[config.mk]
export PLATFORM = sky130hd
export DESIGN_NAME = typed_operand_stack_alu_core_flat
export DESIGN_NICKNAME = d
export VERILOG_FILES = /design/src/sv/tosa_pkg.sv /design/src/sv/tosa_req_if.sv /design/src/sv/tosa_rsp_if.sv /design/src/sv/tosa_muldiv.sv /design/src/sv/typed_operand_stack_alu_core.sv /design/src/flat_wrapper.sv
export SDC_FILE = /design/constraint.sdc
export NUM_CORES = 2
export LEC_CHECK = 0
export BUFFER_PORTS_ARGS = -buffer_cell sky130_fd_sc_hd__buf_2
export CAP_MARGIN = 25
export CORE_MARGIN = 2
export CORE_UTILIZATION = 40
export DETAILED_ROUTE_END_ITERATION = 10
export PLACE_DENSITY = 0.63
export REMOVE_ABC_BUFFERS = 1
export SLEW_MARGIN = 25
export SYNTH_ARGS = -nofsm -noshare
export SYNTH_HDL_FRONTEND = slang
export SYNTH_SLANG_ARGS = --single-unit
export TNS_END_PERCENT = 50
[constraint.sdc]
create_clock -name clk -period 8.2 [get_ports clk]
set_input_delay 0.41 -clock clk [delete_from_list [all_inputs] [get_ports clk]]
set_output_delay 0.41 -clock clk [all_outputs]
set_load 0.02 [all_outputs]
[src/sv/tosa_pkg.sv]
// tosa_pkg: shared codes, defaults and types of the typed operand stack alu
// no dependencies; used by the interfaces, the arithmetic unit and the top level
package tosa_pkg;

	localparam int DEF_STACK_DEPTH = 40;
	localparam int DEF_VALUE_WIDTH = 32;

	localparam int OP_W     = 4;
	localparam int TAG_W    = 3;
	localparam int STATUS_W = 3;
	localparam int PORT_VW  = 32;

	localparam logic [TAG_W-1:0] DIGIT_TAG = 3'd4;

	typedef enum logic [OP_W-1:0] {
		OP_CLEAR  = 4'd0,
		OP_DUP    = 4'd1,
		OP_EXCH   = 4'd2,
		OP_PUSH   = 4'd3,
		OP_POP    = 4'd4,
		OP_ADD    = 4'd5,
		OP_SUB    = 4'd6,
		OP_MUL    = 4'd7,
		OP_DIV    = 4'd8,
		OP_D2N    = 4'd9,
		OP_POPDIG = 4'd10,
		OP_UNGET  = 4'd11
	} op_t;

	typedef enum logic [STATUS_W-1:0] {
		ST_OK        = 3'd0,
		ST_UNDERFLOW = 3'd1,
		ST_OVERFLOW  = 3'd2,
		ST_TYPE      = 3'd3,
		ST_DIVZERO   = 3'd4,
		ST_PB_BUSY   = 3'd5
	} status_t;

	typedef struct packed {
		logic start;
		logic is_div;
	} md_ctl_t;

endpackage

[src/sv/tosa_req_if.sv]
// tosa_req_if: request channel carrying one stack operation per item
// depends on tosa_pkg for field widths
interface tosa_req_if
	import tosa_pkg::*;
();
	logic                valid;
	logic                ready;
	logic [OP_W-1:0]     op;
	logic [TAG_W-1:0]    push_type;
	logic signed [PORT_VW-1:0] push_value;
	logic                pushback_pending;

	modport source (output valid, op, push_type, push_value, pushback_pending, input ready);
	modport sink (input valid, op, push_type, push_value, pushback_pending, output ready);
endinterface

[src/sv/tosa_rsp_if.sv]
// tosa_rsp_if: result channel, one item per accepted operation
// depends on tosa_pkg for field widths; DEPTH_W follows the stack depth
interface tosa_rsp_if
	import tosa_pkg::*;
#(
	parameter int DEPTH_W = 6
) ();
	logic                      valid;
	logic                      ready;
	logic [STATUS_W-1:0]       status;
	logic                      out_valid;
	logic signed [PORT_VW-1:0] out_value;
	logic [DEPTH_W-1:0]        stack_depth;

	modport source (output valid, status, out_valid, out_value, stack_depth, input ready);
	modport sink (input valid, status, out_valid, out_value, stack_depth, output ready);
endinterface

[src/sv/tosa_muldiv.sv]
// tosa_muldiv: iterative multiplier and signed truncating divider, one bit a cycle
// depends on tosa_pkg for the control struct
module tosa_muldiv
	import tosa_pkg::*;
#(
	parameter int VALUE_WIDTH = DEF_VALUE_WIDTH
) (
	input  logic                   clk,
	input  logic                   arst_n,
	input  md_ctl_t                ctl,
	input  logic [VALUE_WIDTH-1:0] a,
	input  logic [VALUE_WIDTH-1:0] b,
	output logic                   done,
	output logic [VALUE_WIDTH-1:0] result
);
	localparam int VW  = VALUE_WIDTH;
	localparam int CW  = $clog2(VW);

	logic [VW-1:0] x_q, y_q, acc_q;
	logic [CW-1:0] cnt_q;
	logic          busy_q, done_q, div_q, neg_q;
	logic [VW:0]   rem_sh, diff;
	logic [VW-1:0] mag_a, mag_b;

	assign mag_a  = a[VW-1] ? (~a + 1'b1) : a;
	assign mag_b  = b[VW-1] ? (~b + 1'b1) : b;
	assign rem_sh = {acc_q, x_q[VW-1]};
	assign diff   = rem_sh - {1'b0, y_q};

	always_ff @(posedge clk or negedge arst_n) begin
		if (!arst_n) begin
			busy_q <= 1'b0;
			done_q <= 1'b0;
			cnt_q  <= '0;
			div_q  <= 1'b0;
			neg_q  <= 1'b0;
			x_q    <= '0;
			y_q    <= '0;
			acc_q  <= '0;
		end else begin
			done_q <= 1'b0;
			if (ctl.start) begin
				busy_q <= 1'b1;
				cnt_q  <= CW'(VW - 1);
				div_q  <= ctl.is_div;
				neg_q  <= a[VW-1] ^ b[VW-1];
				acc_q  <= '0;
				x_q    <= ctl.is_div ? mag_a : a;
				y_q    <= ctl.is_div ? mag_b : b;
			end else if (busy_q) begin
				if (div_q) begin
					// restoring step, quotient bits shift in behind the dividend
					if (!diff[VW]) begin
						acc_q <= diff[VW-1:0];
						x_q   <= {x_q[VW-2:0], 1'b1};
					end else begin
						acc_q <= rem_sh[VW-1:0];
						x_q   <= {x_q[VW-2:0], 1'b0};
					end
				end else begin
					if (y_q[0])
						acc_q <= acc_q + x_q;
					x_q <= {x_q[VW-2:0], 1'b0};
					y_q <= {1'b0, y_q[VW-1:1]};
				end
				if (cnt_q == '0) begin
					busy_q <= 1'b0;
					done_q <= 1'b1;
				end else begin
					cnt_q <= cnt_q - 1'b1;
				end
			end
		end
	end

	assign done   = done_q;
	assign result = div_q ? (neg_q ? (~x_q + 1'b1) : x_q) : acc_q;
endmodule

[src/sv/typed_operand_stack_alu_core.sv]
// Typed operand stack with an arithmetic unit: entries of a type tag and a value live in
// one single-port-read synchronous memory, and each operation is read, modified and
// written back by a small sequencer, one item at a time. Clear, push, pop and unused
// codes go from acceptance straight to the result; dup, pop_digit and unget first read
// the top entry; exchange, add and subtract read two; multiply and divide then wait on
// the one-bit-a-cycle shared unit; digits_to_number reads entries in turn via the read port.
// The memory needs no clearing pass, so an item is taken straight after reset.
module typed_operand_stack_alu_core
	import tosa_pkg::*;
#(
	parameter int STACK_DEPTH = DEF_STACK_DEPTH,
	parameter int VALUE_WIDTH = DEF_VALUE_WIDTH,
	parameter int DEPTH_W     = $clog2(STACK_DEPTH + 1)
) (
	input  logic       clk,
	input  logic       arst_n,
	tosa_req_if.sink   req,
	tosa_rsp_if.source rsp
);
	localparam int VW = VALUE_WIDTH;
	localparam int AW = (STACK_DEPTH > 1) ? $clog2(STACK_DEPTH) : 1;
	localparam int DW = DEPTH_W;
	localparam int EW = VW + 4;
	localparam logic [VW-1:0] SIGN_BIT = {1'b1, {(VW-1){1'b0}}};

	typedef struct packed {
		logic [TAG_W-1:0] tag;
		logic [VW-1:0]    val;
	} entry_t;

	typedef enum logic [7:0] {
		S_IDLE = 8'b0000_0001,
		S_RD2  = 8'b0000_0010,
		S_EXEC = 8'b0000_0100,
		S_WR2  = 8'b0000_1000,
		S_MD   = 8'b0001_0000,
		S_DIG  = 8'b0010_0000,
		S_DFIN = 8'b0100_0000,
		S_RESP = 8'b1000_0000
	} state_t;

	typedef enum logic [2:0] {
		PH_WS  = 3'b001,
		PH_NUM = 3'b010,
		PH_END = 3'b100
	} phase_t;

	entry_t mem [STACK_DEPTH];
	entry_t rdata_q, a_q, wd;
	logic   we, re;
	logic [AW-1:0] wa, ra;

	state_t           state_q;
	op_t              op_q, op_in;
	logic [DW-1:0]    top_q, tm1, tm2, cnt_q, cnt_nx;
	logic [VW-1:0]    pval_in;
	logic             pend_q;
	status_t          status_q;
	logic             oval_q;
	logic [PORT_VW-1:0] ovalue_q;

	logic [VW-1:0] acc_q, acc_next, addsub;
	logic          neg_q, terr_q;
	phase_t        ph_q;
	logic [7:0]    ch;
	logic          is_ws, is_sign, is_dig, tags_ok, more;
	logic [EW-1:0] acc_ext, prod, lim;

	md_ctl_t       md_ctl;
	logic          md_done;
	logic [VW-1:0] md_res;

	assign op_in   = op_t'(req.op);
	assign pval_in = VW'($signed(req.push_value));
	assign tm1     = top_q - DW'(1);
	assign tm2     = top_q - DW'(2);
	assign cnt_nx  = cnt_q + DW'(1);
	assign more    = cnt_nx < top_q;

	// operands: a_q holds the top entry, rdata_q the one below
	assign tags_ok = (a_q.tag == DIGIT_TAG) && (rdata_q.tag == DIGIT_TAG);
	assign addsub  = (op_q == OP_SUB) ? (rdata_q.val - a_q.val) : (rdata_q.val + a_q.val);

	// decimal text scan
	assign ch      = rdata_q.val[7:0];
	assign is_ws   = (ch == 8'h20) || (ch inside {[8'h09:8'h0D]});
	assign is_sign = (ch == 8'h2B) || (ch == 8'h2D);
	assign is_dig  = ch inside {[8'h30:8'h39]};
	assign acc_ext = EW'(acc_q);
	assign prod    = (acc_ext << 3) + (acc_ext << 1) + EW'(4'(ch - 8'h30));
	assign lim     = neg_q ? EW'(SIGN_BIT) : (EW'(SIGN_BIT) - EW'(1));
	assign acc_next = (prod > lim) ? lim[VW-1:0] : prod[VW-1:0];

	assign md_ctl.start  = (state_q == S_EXEC) && tags_ok &&
		((op_q == OP_MUL) || ((op_q == OP_DIV) && (a_q.val != '0)));
	assign md_ctl.is_div = (op_q == OP_DIV);

	tosa_muldiv #(
		.VALUE_WIDTH (VALUE_WIDTH)
	) u_muldiv (
		.clk    (clk),
		.arst_n (arst_n),
		.ctl    (md_ctl),
		.a      (rdata_q.val),
		.b      (a_q.val),
		.done   (md_done),
		.result (md_res)
	);

	// memory strobes
	always_comb begin
		we = 1'b0;
		wa = '0;
		wd = '0;
		re = 1'b0;
		ra = '0;
		case (state_q)
			S_IDLE: begin
				if (req.valid) begin
					case (op_in)
						OP_PUSH: begin
							if (top_q != DW'(STACK_DEPTH)) begin
								we = 1'b1;
								wa = top_q[AW-1:0];
								wd = '{tag: req.push_type, val: pval_in};
							end
						end
						OP_DUP, OP_EXCH, OP_ADD, OP_SUB, OP_MUL, OP_DIV,
						OP_POPDIG, OP_UNGET: begin
							re = 1'b1;
							ra = tm1[AW-1:0];
						end
						OP_D2N: begin
							re = 1'b1;
						end
						default: ;
					endcase
				end
			end
			S_RD2: begin
				re = 1'b1;
				ra = tm2[AW-1:0];
			end
			S_EXEC: begin
				case (op_q)
					OP_DUP: begin
						we = 1'b1;
						wa = top_q[AW-1:0];
						wd = rdata_q;
					end
					OP_EXCH: begin
						we = 1'b1;
						wa = tm1[AW-1:0];
						wd = rdata_q;
					end
					OP_ADD, OP_SUB: begin
						we = tags_ok;
						wa = tm2[AW-1:0];
						wd = '{tag: DIGIT_TAG, val: addsub};
					end
					default: ;
				endcase
			end
			S_WR2: begin
				we = 1'b1;
				wa = tm2[AW-1:0];
				wd = a_q;
			end
			S_MD: begin
				we = md_done;
				wa = tm2[AW-1:0];
				wd = '{tag: DIGIT_TAG, val: md_res};
			end
			S_DIG: begin
				re = more;
				ra = cnt_nx[AW-1:0];
			end
			S_DFIN: begin
				we = !terr_q;
				wd = '{tag: DIGIT_TAG, val: neg_q ? (~acc_q + 1'b1) : acc_q};
			end
			default: ;
		endcase
	end

	always_ff @(posedge clk) begin
		if (we)
			mem[wa] <= wd;
		if (re)
			rdata_q <= mem[ra];
	end

	always_ff @(posedge clk or negedge arst_n) begin
		if (!arst_n) begin
			state_q  <= S_IDLE;
			top_q    <= '0;
			op_q     <= OP_CLEAR;
			pend_q   <= 1'b0;
			status_q <= ST_OK;
			oval_q   <= 1'b0;
			ovalue_q <= '0;
			a_q      <= '0;
			cnt_q    <= '0;
			acc_q    <= '0;
			neg_q    <= 1'b0;
			terr_q   <= 1'b0;
			ph_q     <= PH_WS;
		end else begin
			case (state_q)
				S_IDLE: begin
					if (req.valid) begin
						op_q     <= op_in;
						pend_q   <= req.pushback_pending;
						status_q <= ST_OK;
						oval_q   <= 1'b0;
						ovalue_q <= '0;
						state_q  <= S_RESP;
						case (op_in)
							OP_CLEAR: top_q <= '0;
							OP_DUP: begin
								if (top_q == '0)
									status_q <= ST_UNDERFLOW;
								else if (top_q > DW'(STACK_DEPTH - 2))
									status_q <= ST_OVERFLOW;
								else
									state_q <= S_EXEC;
							end
							OP_EXCH, OP_ADD, OP_SUB, OP_MUL, OP_DIV: begin
								if (top_q < DW'(2))
									status_q <= ST_UNDERFLOW;
								else
									state_q <= S_RD2;
							end
							OP_PUSH: begin
								if (top_q == DW'(STACK_DEPTH))
									status_q <= ST_OVERFLOW;
								else
									top_q <= top_q + DW'(1);
							end
							OP_POP: begin
								if (top_q == '0)
									status_q <= ST_UNDERFLOW;
								else
									top_q <= tm1;
							end
							OP_D2N: begin
								cnt_q   <= '0;
								acc_q   <= '0;
								neg_q   <= 1'b0;
								terr_q  <= 1'b0;
								ph_q    <= PH_WS;
								state_q <= (top_q == '0) ? S_DFIN : S_DIG;
							end
							OP_POPDIG, OP_UNGET: begin
								if (top_q == '0)
									status_q <= ST_UNDERFLOW;
								else
									state_q <= S_EXEC;
							end
							default: ;
						endcase
					end
				end
				S_RD2: begin
					a_q     <= rdata_q;
					state_q <= S_EXEC;
				end
				S_EXEC: begin
					state_q <= S_RESP;
					case (op_q)
						OP_DUP: top_q <= top_q + DW'(1);
						OP_EXCH: begin
							state_q <= S_WR2;
						end
						OP_POPDIG, OP_UNGET: begin
							top_q <= tm1;
							if (rdata_q.tag != DIGIT_TAG)
								status_q <= ST_TYPE;
							else if ((op_q == OP_UNGET) && pend_q)
								status_q <= ST_PB_BUSY;
							else begin
								oval_q   <= 1'b1;
								ovalue_q <= PORT_VW'($signed(rdata_q.val));
							end
						end
						OP_ADD, OP_SUB, OP_MUL, OP_DIV: begin
							if (!tags_ok)
								status_q <= ST_TYPE;
							else if ((op_q == OP_DIV) && (a_q.val == '0))
								status_q <= ST_DIVZERO;
							else if ((op_q == OP_MUL) || (op_q == OP_DIV))
								state_q <= S_MD;
							else
								top_q <= tm1;
						end
						default: ;
					endcase
				end
				S_WR2: state_q <= S_RESP;
				S_MD: begin
					if (md_done) begin
						top_q   <= tm1;
						state_q <= S_RESP;
					end
				end
				S_DIG: begin
					if (rdata_q.tag != DIGIT_TAG)
						terr_q <= 1'b1;
					case (ph_q)
						PH_WS: begin
							if (is_ws)
								ph_q <= PH_WS;
							else if (is_sign) begin
								neg_q <= (ch == 8'h2D);
								ph_q  <= PH_NUM;
							end else if (is_dig) begin
								acc_q <= acc_next;
								ph_q  <= PH_NUM;
							end else
								ph_q <= PH_END;
						end
						PH_NUM: begin
							if (is_dig)
								acc_q <= acc_next;
							else
								ph_q <= PH_END;
						end
						default: ;
					endcase
					if (more)
						cnt_q <= cnt_nx;
					else
						state_q <= S_DFIN;
				end
				S_DFIN: begin
					if (terr_q)
						status_q <= ST_TYPE;
					else
						top_q <= DW'(1);
					state_q <= S_RESP;
				end
				S_RESP: begin
					if (rsp.ready)
						state_q <= S_IDLE;
				end
				default: state_q <= S_IDLE;
			endcase
		end
	end

	assign req.ready       = (state_q == S_IDLE);
	assign rsp.valid       = (state_q == S_RESP);
	assign rsp.status      = status_q;
	assign rsp.out_valid   = oval_q;
	assign rsp.out_value   = ovalue_q;
	assign rsp.stack_depth = top_q;
endmodule
[src/flat_wrapper.sv]
// flat-port wrapper written by rule: the top's interface ports become plain ports
module typed_operand_stack_alu_core_flat import tosa_pkg::*;
#(
	parameter int STACK_DEPTH = DEF_STACK_DEPTH,
	parameter int VALUE_WIDTH = DEF_VALUE_WIDTH,
	parameter int DEPTH_W     = $clog2(STACK_DEPTH + 1)
)
  (clk, arst_n, req_valid, req_op, req_push_type, req_push_value, req_pushback_pending, req_ready, rsp_valid, rsp_status, rsp_out_valid, rsp_out_value, rsp_stack_depth, rsp_ready);
  tosa_req_if req_i ();
  tosa_rsp_if #(.DEPTH_W(DEPTH_W)) rsp_i ();
  input  logic clk;
  input  logic arst_n;
  input wire logic [$bits(req_i.valid)-1:0] req_valid;
  input wire logic [$bits(req_i.op)-1:0] req_op;
  input wire logic [$bits(req_i.push_type)-1:0] req_push_type;
  input wire logic [$bits(req_i.push_value)-1:0] req_push_value;
  input wire logic [$bits(req_i.pushback_pending)-1:0] req_pushback_pending;
  output wire logic [$bits(req_i.ready)-1:0] req_ready;
  output wire logic [$bits(rsp_i.valid)-1:0] rsp_valid;
  output wire logic [$bits(rsp_i.status)-1:0] rsp_status;
  output wire logic [$bits(rsp_i.out_valid)-1:0] rsp_out_valid;
  output wire logic [$bits(rsp_i.out_value)-1:0] rsp_out_value;
  output wire logic [$bits(rsp_i.stack_depth)-1:0] rsp_stack_depth;
  input wire logic [$bits(rsp_i.ready)-1:0] rsp_ready;
  assign req_i.valid = req_valid;
  assign req_i.op = req_op;
  assign req_i.push_type = req_push_type;
  assign req_i.push_value = req_push_value;
  assign req_i.pushback_pending = req_pushback_pending;
  assign req_ready = req_i.ready;
  assign rsp_valid = rsp_i.valid;
  assign rsp_status = rsp_i.status;
  assign rsp_out_valid = rsp_i.out_valid;
  assign rsp_out_value = rsp_i.out_value;
  assign rsp_stack_depth = rsp_i.stack_depth;
  assign rsp_i.ready = rsp_ready;
  typed_operand_stack_alu_core #(.STACK_DEPTH(STACK_DEPTH), .VALUE_WIDTH(VALUE_WIDTH), .DEPTH_W(DEPTH_W)) u_core (.clk(clk), .arst_n(arst_n), .req(req_i), .rsp(rsp_i));
endmodule
==> summary.txt <==
Clock tree
  – Max clock buf depth: 3
  – Setup bufs post-CTS: 0
  – Clock input transition at the sequential cells of the worst setup and hold paths: 0.07 ns
  – Root buffer cell: clkbuf_16
  – CTS H-Tree Depth: 4
  – TritonCTS Buffers: 173
  – Clock sinks: 1673
  – Clock Latency Late Sink: 0.83 ns
  – CTS tree: built

Global routing
  – Met3 Use GR: 3.36%
  – All-layer global routing usage: 23.4%
  – First-pass GRT wire length: 361000 um
  – Antenna violations before repair: 3
  – GR Layer Usage met2: 38.4%
  – Routing usage on met1: 30.6%
  – Vias in the first global route: 54900
  – Largest net degree at the start of global routing: 189
  – Aggregate global routing overflow: 0
  – Gr busiest metal: met2

Cells and area
  – Synthesis-to-layout area growth: 11.6%
  – Share of cells above drive strength 1: 9.32%
  – Final instance area: 89500 sq um
  – Non-filler cells, final: 9671
  – Layout Nets: 7130

Power
  – Power per cell area: 318 nW/um^2
  – Pleak: 32.9 nW
  – Max rail drop VDD: 0.000187 V

Synth
  – Synth Area in Simple Gates: 12.9%
  – Post-Syn Instances: 6928
  – Post-synth top area share: 53.7%
  – Post-synth ARST share: 14.2%
  – Register area share after synthesis: 61.2%
  – Top cells by count, synth: edfxtp_1 (1435), nand2_1 (1140), clkbuf_1 (343), and3_1 (329), a211oi_1 (305)
  – Dominant cells by area after synthesis: edfxtp_1 (54%), dfrtp_1 (7.4%), nand2_1 (5.3%)
  – Syn_area_per_cell: 11.6 sq um
  – Number of synthesized flops with an enable pin: 1435
  – Largest family of logic cells by synthesized area: compound AO/OA/AOI/OAI gates
  – Synthesized flop and latch total: 1673
  – Post-synthesis cell area: 80200 sq um
  – Top flip-flop cell by instance count after synthesis: edfxtp_1
  – Netlist cell types: 86
  – Xor/xnor share of the synthesized area: 2.84%
  – Top-count cell post-synth: edfxtp_1
  – Mux share of post-synthesis cell area: 1.47%
  – Synth area leader: edfxtp_1
  – Synth Area in Compound Gates: 15.0%
  – Adder-cell share of the synthesized area: 3.42%
  – Yosys warnings: 0

Timing
  – Final clock skew: 0.0314 ns
  – Final min period: 6.80 ns
  – FMAX: 147 MHz
  – Unrepaired setup endpoints after global routing: no
  – Actual slew at the worst max-slew pin: 1.17 ns
  – Worst setup margin: 1.40 ns
  – Crit share post-route: 82.9%
  – Rel. slew slack: 21.9%
  – Final setup vio count: 0
  – Slew Limit Fails: 0
  – Hold Violations, Final: 0

Worst setup path
  – CP Max Fanout: 29
  – Worst EP required: 8.93 ns
  – Critical path endpoint category: register
  – CP arrival: 7.53 ns
  – Setup crit start kind: register
  – CP Class: register to register

Floorplan
  – FP Rows: 164
  – # IOs: 88
  – Initial core utilization: 40.2%
  – Core ar.: 199000 sq um
  – Die W: 452 um
  – Die Y: 452 um
  – Die ar.: 204000 sq um

Placement
  – PortBufs: 87
  – Placer Congestion: 0.931
  – Placed Area: 83900 sq um
  – DP Cell Count: 9342
  – Pre-CTS setup slack: 1.44 ns
  – Half-perimeter wire length after placement: 147000 um

Routing
  – Drt pass-1 iters: 7
  – Vias per inst: 5.98
  – DRT iter0 DRCs: 6288
  – Wirelength, routed: 245000 um
  – Average wire per standard cell: 25.3 um
  – Number of nets with antenna violations after routing: 0
  – Drt drc: 0
  – Via count: 57800

Outcome
  – Status: complete, no violations

Flow run
  – Max Cap Viol: 0

Hold path
  – Hold WC Path Type: primary input to asynchronous set/reset pin
[repair_timing]
action                     in CTS  in global routing
hold endpoints to repair       63                  0
gates resized for setup         0                  0
hold buffers                    8                  0
setup endpoints to repair       0                  0
[area by class of cell]
class                   count  area, sq um
multi-input cells        4644        29200
repair buffers            247         1900
diodes                      5         12.5
clock buffers             225         4670
fillers                 17900       110000
clock inverters            90          846
flip-flops and latches   1673        49100
inverters                 131          492
well taps                2656         3320
[registers in the layout (all words and copies together) (netlist names), 3 cells and up]
name                    cells
u_core.rsp.status           3
u_core.acc_q               32
u_core.a_q                 35
u_core.u_muldiv.cnt_q       5
u_core.mem               1400
u_core.ph_q                 3
u_core.rdata_q             27
u_core.state_q              8
u_core.u_muldiv.x_q        32
u_core.ch                   8
u_core.rsp.out_value       32
u_core.u_muldiv.y_q        32
u_core.rsp.stack_depth      6
u_core.u_muldiv.acc_q      32
u_core.cnt_q                6
u_core.op_q                 4
[power breakdown]
| group | internal [W] | leakage, nW | switching [W] |
|---|---|---|---|
| combinational | 0.00383 | 13.4 | 0.00667 |
| sequential | 0.00957 | 16.8 | 0.000652 |
| clock | 0.00440 | 2.70 | 0.00333 |
| total | 0.0178 | 32.9 | 0.0107 |
[stage by stage]
| stage | utilization, % | setup TNS [ns] | power, W | hold slack [ns] |
|---|---|---|---|---|
| finish | 44.9 | 0 | 0.0285 | 0.116 |
| CTS | 44.8 | 0 | 0.0285 | 0.0738 |
| floorplan | - | -348.96 | 0.0177 | 0.114 |
| global placement | 42.0 | 0 | 0.0207 | 0.371 |
| detailed placement | 42.0 | 0 | 0.0207 | 0.369 |
| global route | 44.9 | 0 | 0.0300 | 0.150 |
[layer usage]
layer	part of all wire (%)	routed length [um]
met4	4.6	11100
met5	0.0069	17
met2	48	117000
met3	6.9	16900
met1	41	99900
[cell usage in the layout (no fill, tap or decap), drive strengths merged, types with 31 or more instances in the layout]
cell / Yosys / layout
a211oi: 305 / 305
a21o: 73 / 73
a21oi: 289 / 289
a22o: 35 / 35
a311oi: 78 / 78
a31oi: 291 / 291
and3: 329 / 329
buf: 136 / 239
clkbuf: 344 / 225
clkinv: 0 / 71
dfrtp: 236 / 236
edfxtp: 1435 / 1435
ha: 211 / 211
inv: 131 / 137
mux2: 48 / 48
mux2i: 64 / 64
nand2: 1141 / 1141
nand3: 136 / 136
nand4: 31 / 31
nor2: 303 / 303
nor3: 51 / 51
o211ai: 54 / 54
o21ai: 285 / 285
o22ai: 150 / 150
or4: 59 / 59
xnor2: 134 / 134
xor2: 126 / 126
[kinds of logic (layout without fill, tap and decap cells)]
family | count (synthesis) | in the layout
and+or+nand+nor | 2236 | 2236
DFF | 1673 | 1673
AOI/OAI and AO/OA | 1820 | 1820
adders and majority gates | 216 | 216
muxes | 112 | 112
xor gates and xnor gates | 260 | 260
other | 0 | 5
buffers and inverters | 611 | 693
[path summary, 6_finish.rpt]
kind                             startpoint                       end  slack (ns)  depth (start not counted)
max in group asynchronous            arst_n  u_core.rsp.out_value[13]        6.71                          3
hold reg to reg               u_core.pend_q             u_core.pend_q        0.47                          2
setup / recovery            u_core.acc_q[2]          u_core.acc_q[16]        1.40                         21
min in group clk           req_push_type[2]        u_core.mem[39][34]        0.35                          4
setup reg to reg            u_core.acc_q[2]          u_core.acc_q[16]        1.40                         21
hold / removal                       arst_n          u_core.acc_q[31]        0.12                          2
[critical path: stages, from the launching register on]
cell and delay [ns]:
dfrtp_1 0.51, fa_1 0.52, fa_1 0.49, a211oi_1 0.32, o211ai_1 0.18, a21oi_1 0.33
o21ai_0 0.26, or3_1 0.43, a21o_1 0.19, a21oi_1 0.16, xor2_1 0.22, inv_1 0.06
ha_1 0.18, a21o_1 0.16, a21o_1 0.17, a21oi_1 0.17, o221ai_1 0.16, a2111oi_0 0.36
o211ai_1 0.18, a221o_1 0.34, or4_2 0.95, o211ai_1 0.33
(Power assumes the default switching activity.)
